**src/design/esud_pkg.sv**
```systemverilog
`timescale 1ns / 1ps
// Package for the escape sequence decoder: parse modes, character codes,
// digit limits, queue entry layout and the UTF-8 encoder. No dependencies.
package esud_pkg;

    localparam int OCT_DIGIT_LIMIT = 22;
    localparam int HEX_DIGIT_LIMIT = 16;
    localparam int CNT_W           = 5;
    localparam int ENTRY_BYTES     = 5;
    localparam int ENTRY_CNT_W     = $clog2(ENTRY_BYTES + 1);
    localparam int QUEUE_DEPTH     = 2;
    localparam int QUEUE_AW        = $clog2(QUEUE_DEPTH);

    localparam logic [CNT_W-1:0] OCT_LIMIT = CNT_W'(OCT_DIGIT_LIMIT);
    localparam logic [CNT_W-1:0] HEX_LIMIT = CNT_W'(HEX_DIGIT_LIMIT);

    localparam logic [7:0] CH_BACKSLASH = 8'h5C;
    localparam logic [7:0] CH_APOS      = 8'h27;
    localparam logic [7:0] CH_QUOTE     = 8'h22;
    localparam logic [7:0] CH_QUESTION  = 8'h3F;
    localparam logic [7:0] CH_NEWLINE   = 8'h0A;
    localparam logic [7:0] CH_ZERO      = 8'h30;
    localparam logic [7:0] CH_SEVEN     = 8'h37;
    localparam logic [7:0] CH_NINE      = 8'h39;
    localparam logic [7:0] CH_UPPER_A   = 8'h41;
    localparam logic [7:0] CH_UPPER_F   = 8'h46;
    localparam logic [7:0] CH_LOWER_A   = 8'h61;
    localparam logic [7:0] CH_LOWER_B   = 8'h62;
    localparam logic [7:0] CH_LOWER_F   = 8'h66;
    localparam logic [7:0] CH_LOWER_N   = 8'h6E;
    localparam logic [7:0] CH_LOWER_R   = 8'h72;
    localparam logic [7:0] CH_LOWER_T   = 8'h74;
    localparam logic [7:0] CH_LOWER_U   = 8'h75;
    localparam logic [7:0] CH_LOWER_V   = 8'h76;
    localparam logic [7:0] CH_LOWER_X   = 8'h78;
    localparam logic [7:0] CASE_MASK    = 8'hDF;

    typedef enum logic [1:0] {
        MODE_TEXT = 2'd0,
        MODE_ESC  = 2'd1,
        MODE_OCT  = 2'd2,
        MODE_HEX  = 2'd3
    } mode_t;

    typedef struct packed {
        logic [3:0][7:0] b;
        logic [2:0]      n;
    } utf8_t;

    typedef struct packed {
        logic [ENTRY_BYTES-1:0][7:0] b;
        logic [ENTRY_CNT_W-1:0]      n;
    } entry_t;

    typedef struct packed {
        logic   push;
        entry_t data;
    } push_t;

    typedef struct packed {
        logic   valid;
        entry_t data;
    } head_t;

    function automatic utf8_t utf8_encode(input logic [31:0] v);
        utf8_t r;
        r.b = '0;
        r.n = 3'd0;
        if (v[31])
        begin
            r.n = 3'd0;
        end
        else if (v < 32'h80)
        begin
            r.b[0] = v[7:0];
            r.n    = 3'd1;
        end
        else if (v < 32'h800)
        begin
            r.b[0] = 8'hC0 | {3'b000, v[10:6]};
            r.b[1] = 8'h80 | {2'b00, v[5:0]};
            r.n    = 3'd2;
        end
        else if (v < 32'h10000)
        begin
            r.b[0] = 8'hE0 | {4'b0000, v[15:12]};
            r.b[1] = 8'h80 | {2'b00, v[11:6]};
            r.b[2] = 8'h80 | {2'b00, v[5:0]};
            r.n    = 3'd3;
        end
        else if (v < 32'h200000)
        begin
            r.b[0] = 8'hF0 | {5'b00000, v[20:18]};
            r.b[1] = 8'h80 | {2'b00, v[17:12]};
            r.b[2] = 8'h80 | {2'b00, v[11:6]};
            r.b[3] = 8'h80 | {2'b00, v[5:0]};
            r.n    = 3'd4;
        end
        return r;
    endfunction

    // Simple escapes: returns {hit, byte}.
    function automatic logic [8:0] simple_escape(input logic [7:0] c);
        logic [8:0] r;
        case (c)
            CH_LOWER_A:   r = {1'b1, 8'h07};
            CH_LOWER_B:   r = {1'b1, 8'h08};
            CH_LOWER_F:   r = {1'b1, 8'h0C};
            CH_LOWER_N:   r = {1'b1, 8'h0A};
            CH_LOWER_R:   r = {1'b1, 8'h0D};
            CH_LOWER_T:   r = {1'b1, 8'h09};
            CH_LOWER_V:   r = {1'b1, 8'h0B};
            CH_APOS:      r = {1'b1, c};
            CH_QUOTE:     r = {1'b1, c};
            CH_BACKSLASH: r = {1'b1, c};
            CH_QUESTION:  r = {1'b1, c};
            default:      r = {1'b0, 8'h00};
        endcase
        return r;
    endfunction

endpackage

```
**src/design/esud_front.sv**
```systemverilog
`timescale 1ns / 1ps
// Front end: accepts characters, tracks the escape parse state and builds
// one queue entry of up to five output bytes per character. Uses esud_pkg.
module esud_front (
    input  logic                clk,
    input  logic                rst_n,
    input  logic                in_valid,
    input  logic [7:0]          in_char,
    input  logic                in_last,
    input  logic                queue_full,
    output logic                in_ready,
    output esud_pkg::push_t     push
);

    esud_pkg::mode_t                 mode_reg, mode_next;
    logic [31:0]                     cv_reg, cv_next;
    logic [esud_pkg::CNT_W-1:0]      cnt_reg, cnt_next;

    logic                            accept;
    logic                            is_hex;
    logic                            is_oct_digit;
    logic                            is_digit;
    logic [3:0]                      digit;
    logic [7:0]                      upper_c;
    logic [31:0]                     cv_shift;
    logic [esud_pkg::CNT_W-1:0]      cnt_inc;
    logic                            limit_hit;
    logic                            esc_oct_hit;
    logic [8:0]                      simple;

    logic                            code_en;
    logic [31:0]                     code_val;
    logic [7:0]                      lit0, lit1;
    logic [1:0]                      nlit;
    logic                            plain;
    esud_pkg::utf8_t                 code;
    logic [2:0]                      code_n;

    assign in_ready = !queue_full;
    assign accept   = in_valid && in_ready;

    // Character classification shared by both blocks below.
    always_comb
    begin
        is_hex       = (mode_reg == esud_pkg::MODE_HEX);
        upper_c      = in_char & esud_pkg::CASE_MASK;
        is_oct_digit = (in_char >= esud_pkg::CH_ZERO) && (in_char <= esud_pkg::CH_SEVEN);
        digit        = 4'd0;
        is_digit     = 1'b0;
        if (is_oct_digit || (is_hex && (in_char >= esud_pkg::CH_ZERO)
                                    && (in_char <= esud_pkg::CH_NINE)))
        begin
            digit    = 4'(in_char - esud_pkg::CH_ZERO);
            is_digit = 1'b1;
        end
        else if (is_hex && (upper_c >= esud_pkg::CH_UPPER_A)
                        && (upper_c <= esud_pkg::CH_UPPER_F))
        begin
            digit    = 4'(upper_c - esud_pkg::CH_UPPER_A + 8'd10);
            is_digit = 1'b1;
        end
        cv_shift    = is_hex ? {cv_reg[27:0], digit} : {cv_reg[28:0], digit[2:0]};
        cnt_inc     = cnt_reg + 1'b1;
        limit_hit   = cnt_inc >= (is_hex ? esud_pkg::HEX_LIMIT : esud_pkg::OCT_LIMIT);
        esc_oct_hit = esud_pkg::OCT_LIMIT <= esud_pkg::CNT_W'(1);
        simple      = esud_pkg::simple_escape(in_char);
    end

    // Next parse state.
    always_comb
    begin
        mode_next = mode_reg;
        cv_next   = cv_reg;
        cnt_next  = cnt_reg;
        plain     = 1'b0;
        case (mode_reg)
            esud_pkg::MODE_OCT, esud_pkg::MODE_HEX:
            begin
                if (is_digit)
                begin
                    if (limit_hit)
                    begin
                        mode_next = esud_pkg::MODE_TEXT;
                        cv_next   = '0;
                        cnt_next  = '0;
                    end
                    else
                    begin
                        cv_next  = cv_shift;
                        cnt_next = cnt_inc;
                    end
                end
                else if (in_char != esud_pkg::CH_APOS)
                begin
                    mode_next = esud_pkg::MODE_TEXT;
                    cv_next   = '0;
                    cnt_next  = '0;
                    plain     = 1'b1;
                end
            end
            esud_pkg::MODE_ESC:
            begin
                mode_next = esud_pkg::MODE_TEXT;
                if (!simple[8] && ((in_char == esud_pkg::CH_LOWER_X)
                                || (in_char == esud_pkg::CH_LOWER_U)))
                begin
                    mode_next = esud_pkg::MODE_HEX;
                    cv_next   = '0;
                    cnt_next  = '0;
                end
                else if (is_oct_digit && !esc_oct_hit)
                begin
                    mode_next = esud_pkg::MODE_OCT;
                    cv_next   = {29'd0, digit[2:0]};
                    cnt_next  = esud_pkg::CNT_W'(1);
                end
            end
            default:
            begin
                plain = 1'b1;
            end
        endcase
        if (plain && (in_char == esud_pkg::CH_BACKSLASH))
        begin
            mode_next = esud_pkg::MODE_ESC;
        end
    end

    // Output bytes: an optional code point, then up to two literal bytes.
    always_comb
    begin
        code_en  = 1'b0;
        code_val = cv_reg;
        lit0     = 8'h00;
        lit1     = 8'h00;
        nlit     = 2'd0;
        case (mode_reg)
            esud_pkg::MODE_OCT, esud_pkg::MODE_HEX:
            begin
                if (is_digit)
                begin
                    if (limit_hit)
                    begin
                        code_en  = 1'b1;
                        code_val = cv_shift;
                    end
                end
                else if (in_char != esud_pkg::CH_APOS)
                begin
                    code_en = 1'b1;
                end
            end
            esud_pkg::MODE_ESC:
            begin
                if (simple[8])
                begin
                    lit0 = simple[7:0];
                    nlit = 2'd1;
                end
                else if ((in_char == esud_pkg::CH_NEWLINE)
                      || (in_char == esud_pkg::CH_LOWER_X)
                      || (in_char == esud_pkg::CH_LOWER_U))
                begin
                    nlit = 2'd0;
                end
                else if (is_oct_digit)
                begin
                    code_en  = esc_oct_hit;
                    code_val = {29'd0, digit[2:0]};
                end
                else
                begin
                    lit0 = esud_pkg::CH_BACKSLASH;
                    lit1 = in_char;
                    nlit = 2'd2;
                end
            end
            default:
            begin
                nlit = 2'd0;
            end
        endcase
        if (plain && (in_char != esud_pkg::CH_BACKSLASH))
        begin
            lit0 = in_char;
            nlit = 2'd1;
        end
        if (in_last)
        begin
            if (mode_next == esud_pkg::MODE_ESC)
            begin
                // A trailing backslash stands for itself.
                lit0 = esud_pkg::CH_BACKSLASH;
                nlit = 2'd1;
            end
            else if ((mode_next == esud_pkg::MODE_OCT) || (mode_next == esud_pkg::MODE_HEX))
            begin
                code_en  = 1'b1;
                code_val = cv_next;
            end
        end
    end

    assign code   = esud_pkg::utf8_encode(code_val);
    assign code_n = code_en ? code.n : 3'd0;

    always_comb
    begin
        push.push   = 1'b0;
        push.data.b = '0;
        push.data.n = esud_pkg::ENTRY_CNT_W'(code_n) + esud_pkg::ENTRY_CNT_W'(nlit);
        for (int i = 0; i < esud_pkg::ENTRY_BYTES; i++)
        begin
            if (i < 4 && 3'(i) < code_n)
            begin
                push.data.b[i] = code.b[i[1:0]];
            end
            else if (3'(i) == code_n)
            begin
                push.data.b[i] = lit0;
            end
            else
            begin
                push.data.b[i] = lit1;
            end
        end
        push.push = accept && (push.data.n != '0);
    end

    always_ff @(posedge clk or negedge rst_n)
    begin
        if (!rst_n)
        begin
            mode_reg <= esud_pkg::MODE_TEXT;
            cv_reg   <= '0;
            cnt_reg  <= '0;
        end
        else if (accept)
        begin
            if (in_last)
            begin
                mode_reg <= esud_pkg::MODE_TEXT;
                cv_reg   <= '0;
                cnt_reg  <= '0;
            end
            else
            begin
                mode_reg <= mode_next;
                cv_reg   <= cv_next;
                cnt_reg  <= cnt_next;
            end
        end
    end

endmodule

```
**src/design/esud_queue.sv**
```systemverilog
`timescale 1ns / 1ps
// Short queue of output entries between the front and back ends.
// Uses esud_pkg for the entry layout and depth.
module esud_queue (
    input  logic             clk,
    input  logic             rst_n,
    input  esud_pkg::push_t  push,
    input  logic             pop,
    output logic             full,
    output esud_pkg::head_t  head
);

    esud_pkg::entry_t                 ram [esud_pkg::QUEUE_DEPTH];
    logic [esud_pkg::QUEUE_AW-1:0]    wr_ptr_reg, rd_ptr_reg;
    logic [esud_pkg::QUEUE_AW:0]      count_reg, count_next;

    assign full       = count_reg == (esud_pkg::QUEUE_AW + 1)'(esud_pkg::QUEUE_DEPTH);
    assign head.valid = count_reg != '0;
    assign head.data  = ram[rd_ptr_reg];

    always_comb
    begin
        count_next = count_reg;
        if (push.push && !pop)
        begin
            count_next = count_reg + 1'b1;
        end
        else if (pop && !push.push)
        begin
            count_next = count_reg - 1'b1;
        end
    end

    always_ff @(posedge clk)
    begin
        if (push.push)
        begin
            ram[wr_ptr_reg] <= push.data;
        end
    end

    always_ff @(posedge clk or negedge rst_n)
    begin
        if (!rst_n)
        begin
            wr_ptr_reg <= '0;
            rd_ptr_reg <= '0;
            count_reg  <= '0;
        end
        else
        begin
            count_reg <= count_next;
            if (push.push)
            begin
                wr_ptr_reg <= wr_ptr_reg + 1'b1;
            end
            if (pop)
            begin
                rd_ptr_reg <= rd_ptr_reg + 1'b1;
            end
        end
    end

`ifndef SYNTHESIS
    a_no_push_full: assert property (@(posedge clk) disable iff (!rst_n)
        push.push |-> !full)
        else $error("queue pushed while full");
    a_no_pop_empty: assert property (@(posedge clk) disable iff (!rst_n)
        pop |-> head.valid)
        else $error("queue popped while empty");
    a_no_empty_entry: assert property (@(posedge clk) disable iff (!rst_n)
        push.push |-> (push.data.n != '0))
        else $error("entry without bytes pushed");
`endif

endmodule

```
**src/design/esud_back.sv**
```systemverilog
`timescale 1ns / 1ps
// Back end: walks the bytes of the head queue entry onto the output stream
// and pops the entry after its last byte. Uses esud_pkg.
module esud_back (
    input  logic             clk,
    input  logic             rst_n,
    input  esud_pkg::head_t  head,
    input  logic             out_ready,
    output logic             out_valid,
    output logic [7:0]       out_byte,
    output logic             run_last,
    output logic             pop
);

    logic [esud_pkg::ENTRY_CNT_W-1:0] idx_reg, idx_next;

    assign out_valid = head.valid;
    assign out_byte  = head.data.b[idx_reg];
    assign run_last  = (idx_reg + 1'b1) == head.data.n;
    assign pop       = out_valid && out_ready && run_last;

    always_comb
    begin
        idx_next = idx_reg;
        if (out_valid && out_ready)
        begin
            idx_next = run_last ? '0 : idx_reg + 1'b1;
        end
    end

    always_ff @(posedge clk or negedge rst_n)
    begin
        if (!rst_n)
        begin
            idx_reg <= '0;
        end
        else
        begin
            idx_reg <= idx_next;
        end
    end

`ifndef SYNTHESIS
    a_idx_in_entry: assert property (@(posedge clk) disable iff (!rst_n)
        head.valid |-> (idx_reg < head.data.n))
        else $error("byte index beyond entry length");
`endif

endmodule

```
**src/design/escape_sequence_utf8_decoder.sv**
```systemverilog
`timescale 1ns / 1ps
// Top level of the escape sequence decoder with UTF-8 output.
// Instantiates esud_front, esud_queue and esud_back; uses esud_pkg.
//
//   Channel  Dir  Handshake                    Payload
//   s_axis   in   s_axis_tvalid/s_axis_tready  tdata = in_char, tlast = in_last
//   m_axis   out  m_axis_tvalid/m_axis_tready  tdata = out_byte, tlast = run_last
//
// One input character is taken per cycle while the two-entry queue has room.
// Each character yields zero to five output bytes, sent one per cycle while
// m_axis_tready is high, so the output port sets the rate when characters expand.
// Reset (rst_n low) returns the parser to plain text and empties the queue.
// A stalled output only stops input once both queue entries are held.
module escape_sequence_utf8_decoder (
    input  logic       clk,
    input  logic       rst_n,
    input  logic       s_axis_tvalid,
    output logic       s_axis_tready,
    input  logic [7:0] s_axis_tdata,   // [7:0] in_char
    input  logic       s_axis_tlast,
    output logic       m_axis_tvalid,
    input  logic       m_axis_tready,
    output logic [7:0] m_axis_tdata,   // [7:0] out_byte
    output logic       m_axis_tlast
);

    esud_pkg::push_t push;
    esud_pkg::head_t head;
    logic            queue_full;
    logic            pop;

    esud_front u_front (
        .clk        (clk),
        .rst_n      (rst_n),
        .in_valid   (s_axis_tvalid),
        .in_char    (s_axis_tdata),
        .in_last    (s_axis_tlast),
        .queue_full (queue_full),
        .in_ready   (s_axis_tready),
        .push       (push)
    );

    esud_queue u_queue (
        .clk   (clk),
        .rst_n (rst_n),
        .push  (push),
        .pop   (pop),
        .full  (queue_full),
        .head  (head)
    );

    esud_back u_back (
        .clk       (clk),
        .rst_n     (rst_n),
        .head      (head),
        .out_ready (m_axis_tready),
        .out_valid (m_axis_tvalid),
        .out_byte  (m_axis_tdata),
        .run_last  (m_axis_tlast),
        .pop       (pop)
    );

endmodule

```
**config.mk**
```make
export PLATFORM = sky130hd
export DESIGN_NAME = escape_sequence_utf8_decoder
export DESIGN_NICKNAME = d
export VERILOG_FILES = /design/src/design/esud_pkg.sv /design/src/design/esud_front.sv /design/src/design/esud_queue.sv /design/src/design/esud_back.sv /design/src/design/escape_sequence_utf8_decoder.sv
export SDC_FILE = /design/constraint.sdc
export NUM_CORES = 1
export LEC_CHECK = 0
export BUFFER_PORTS_ARGS = -buffer_cell sky130_fd_sc_hd__buf_2
export CAP_MARGIN = 20
export CORE_ASPECT_RATIO = 2
export CORE_UTILIZATION = 55
export CTS_BUF_LIST = sky130_fd_sc_hd__clkbuf_8
export DETAILED_ROUTE_END_ITERATION = 8
export GPL_ROUTABILITY_DRIVEN = 0
export HOLD_SLACK_MARGIN = 0.06
export PLACE_DENSITY = 0.78
export SYNTH_ARGS = -nofsm -noshare
export SYNTH_HDL_FRONTEND = slang
export SYNTH_SLANG_ARGS = --single-unit
```
**constraint.sdc**
```tcl
create_clock -name clk -period 15.55 [get_ports clk]
set_clock_uncertainty 0.1 [all_clocks]
set_input_delay 3.11 -clock clk [delete_from_list [all_inputs] [get_ports clk]]
set_output_delay 3.11 -clock clk [all_outputs]
set_load 0.05 [all_outputs]
```
==> results.md <==
* Worst Path Required at between 15 and 20 ns
* Final Max Slew Viols at 0
* Final TNS setup at 0 ns
* Router iterations before antenna repair at 5
* First-pass GRT wire length at around 41000 µm
* CP max FO at between 40 and 50
* Lkg Pwr at between 3 and 4 nW
* DRT Wirelength at 25900 µm
* Async SR Flop Fraction at a little over a third
* Flip-flop count of the largest register after layout at 86
* Total gr overflow at 0
* Total Routing Usage GR at between 30% and 40%
* Slowest stage cell, crit path: nand2_2
* Top Ports at 24
* Status: completed
* R2R depth at 20
* Synth top area share at ~29%
* Area of the core at 0.0159 mm²
* Post-synthesis instance area at 0.00901 mm²
* Worst hold stages at 1
* Final setup fails at 0
* Chip Height at approximately 180 µm
* Adder-Cell Fraction of Synth Area at ~1.6%
* Yosys cell types at 96
* Warnings from Yosys at 0
* Wire per inst at 23.1 µm
* Post-Syn Instances at slightly above 900
* Vias in the first global route at around 7700
* Worst path cell trace: buf_2, inv_1, ha_1, and3b_1, a21oi_1, a2bb2oi_2, a31o_4, a31o_2, mux2i_1, o211ai_4, and2b_1, a21boi_0, ha_1, inv_1, fa_1, inv_1, nor2_1, or3_1, nand2_2
* Peak supply drop at 0.0671 mV
* # Max-Cap Violations at 0
* Pin count of the biggest net entering global routing at 47
* Hold violation count in the final report at 0
* Vias per std cell at around 7
* Diodes inserted at 0
* Die ar. at between 0.015 and 0.02 mm²
* Synthesized Nets at between 900 and 1000
* Top_reg_cell synth: edfxtp_1
* Min-Delay Path Class: reg2reg
* Reg2reg end: u_queue.ram[0][40]$_DFFE_PP_
* Avg Inst Size Synth at 9.79 µm²
* Filler instances at between 1000 and 1500
* Synthesis-to-finish area growth at 6.68%
* CP dominant cell by count: inv_1
* Initial Util at a little under three fifths
* Final ANT Viol Nets at 0
* Reg-to-reg startpoint: u_front.mode_reg[1]$_DFFE_PN0P_
* RSZ-0062 raised after global routing: false
* Row count at 65
* P per Cell Area at 122 mW/mm²
* Bufs on Longest Clock Path at 2
* Period utilization at between 50 and 60%
* Hold Path End: u_queue.count_reg[1]$_DFFE_PN0P_
* Most frequent cells after synthesis: nand2_1 (124), edfxtp_1 (86), o21ai_0 (86), mux2i_1 (64), nor2_1 (51)
* FMAX at around 110 MHz
* WS Path Type: in2reg
* Final min period at ~8.7 ns
* CP Data Arrival Time at between 8 and 9 ns
* Clock Sink Count at 132
* Drt drc at 0
* Critical path's top delay family: compound AO/OA/AOI/OAI gates
* Final Util at 60.6%
* Synth Area in Compound Gates at 22.8%
* Worst-Margin Slew at between 1 and 1.5 ns
* Synth top area cells: edfxtp_1 (29%), dfrtp_1 (13%), mux2i_1 (7.1%)
* # hold bufs at CTS at 0
* Post-DP HPWL at about 18000 µm
* Most frequent cell after synthesis: nand2_1
* Largest family of logic cells by synthesized area: compound AO/OA/AOI/OAI gates
* CTS Buf Count at 17
* Clock root cell: clkbuf_8
* Worst R2R Setup Slack at about 8.4 ns
* Initial antenna violation count at 0
* Flops & latches, synth at between 100 and 150
* Final Non-Filler Cells at between 1000 and 1500
* Leading area contributor after synthesis: edfxtp_1
* Slowest Stage Delay on Critical Path at 0.75 ns
* Hold path startpoint: u_queue.count_reg[1]$_DFFE_PN0P_
* Post-Synth XOR/XNOR Area at 1.07%
* Die width at between 90 and 100 µm
* EDFF count, synth at 86
* Placed instance count at 1086
* CP Launch Type: primary input
* Seq/Total Area, Yosys at roughly two fifths
* PostCTS Resize Cnt at 0
* H-tree levels at 4
* Slew margin rel. at ~19%
* Crit end category: flip-flop
* Number of port buffers at 23
* Simple-gate portion of the synthesized area at between 10% and 20%
* Clock latency on the worst-skew pair at about 0.47 ns
* Clk pin slew, worst setup/hold paths at around 0.07 ns
* Worst setup startpoint: s_axis_tdata[0]
* Final Power at about 1.2 mW
* DR vias at roughly 7700
* Iteration-0 DRC Markers at around 680
* CTS tree: done
* Final Net Count at roughly 930
* Share of layout cells above drive strength 1 at 14.1%
* Mux contribution to synthesized area at around an eighth
* Post-CTS Setup Inserts at 0
* WP buf/inv at 4
layout by cell type, fill, tap and decap left out, types with 5 or more instances in the layout:
cell	instances
a22o_1	7
o211ai_1	15
xnor2_1	6
ha_1	10
xor2_1	5
and3_1	8
o22ai_1	13
edfxtp_1	86
nor2b_1	6
nand2b_1	9
or2_2	5
o41ai_1	5
o31ai_1	5
inv_1	16
clkbuf_8	17
o21ai_1	5
buf_4	10
o221ai_1	14
a211o_1	6
mux4_2	16
nand3_1	15
nor2_1	51
o21a_1	18
a211oi_1	13
mux2_2	15
a31oi_1	5
mux2i_1	64
dfrtp_1	45
a22oi_1	13
a21boi_0	6
nand2_1	123
nor3_1	17
o21ai_0	86
and2_1	10
a21oi_1	41
or3_1	6
buf_2	23
kinds of logic (layout without fill, tap and decap cells):
group / Yosys count / in the layout
AO/OA/AOI/OAI: 298 / 298
buffers and inverters: 84 / 82
flip-flops: 132 / 132
XOR/XNOR: 11 / 11
AND/OR/NAND/NOR: 289 / 289
multiplexers: 95 / 95
adder cells (fa/ha/maj): 11 / 11
metrics by stage:
stage	hold slack, ns	cell area [µm²]	worst slack, ns
floorplan	0.357	9010	6.11
CTS	0.399	9590	6.89
finish	0.391	9610	6.83
global placement	0.375	9150	6.52
detailed placement	0.386	9150	6.41
global route	0.419	9610	6.45
area by class of cell:
| class | instances | area (µm²) | share of cell area [%] |
|---|---|---|---|
| clock inverters | 15 | 205 | 2.14 |
| repair buffers | 34 | 210 | 2.19 |
| multi-input cells | 704 | 4910 | 51.1 |
| well taps | 201 | 251 | 2.62 |
| inverters | 16 | 60.1 | 0.625 |
| clock buffers | 17 | 234 | 2.44 |
| flip-flops and latches | 132 | 3730 | 38.9 |
worst max-delay path by stage:
stage          slack [ns]                      endpoint  cells past startpoint
3_3_place_gp         6.52  u_queue.ram[0][16]$_DFFE_PP_                     19
2_1_floorplan        6.11   u_queue.ram[1][0]$_DFFE_PP_                     17
6_report             6.83  u_queue.ram[0][40]$_DFFE_PP_                     19
5_1_grt              6.45  u_queue.ram[0][40]$_DFFE_PP_                     19
4_1_cts              6.89  u_queue.ram[0][40]$_DFFE_PP_                     19
3_5_place_dp         6.41  u_queue.ram[0][40]$_DFFE_PP_                     19
metal layers:
| metal | part of all wire, % | GRT usage [%] | vias up |
|---|---|---|---|
| met5 | 0 | 0 | - |
| met4 | 7.6 | 24.4 | 0 |
| met3 | 6.6 | 6.55 | 143 |
| met2 | 52 | 56.7 | 404 |
| met1 | 33 | 32.7 | 3657 |
| li1 | - | - | 3482 |
worst register-to-register path: cells and delay by family, from the launching register on:
kind,cells,cell delay (ns)
AOI/OAI and AO/OA,6,1.86
DFF,1,0.37
adders and majority gates,3,0.95
buffers and inverters,5,0.97
and+or+nand+nor,5,2.05
muxes,1,0.45
where the power goes:
| group | switching [mW] | total, mW | internal [mW] |
|---|---|---|---|
| Sequential | 0.0591 | 0.504 | 0.444 |
| Clock | 0.150 | 0.326 | 0.176 |
| Combinational | 0.216 | 0.346 | 0.131 |
| Total | 0.424 | 1.18 | 0.751 |
Power figures use the tool's default switching activity.
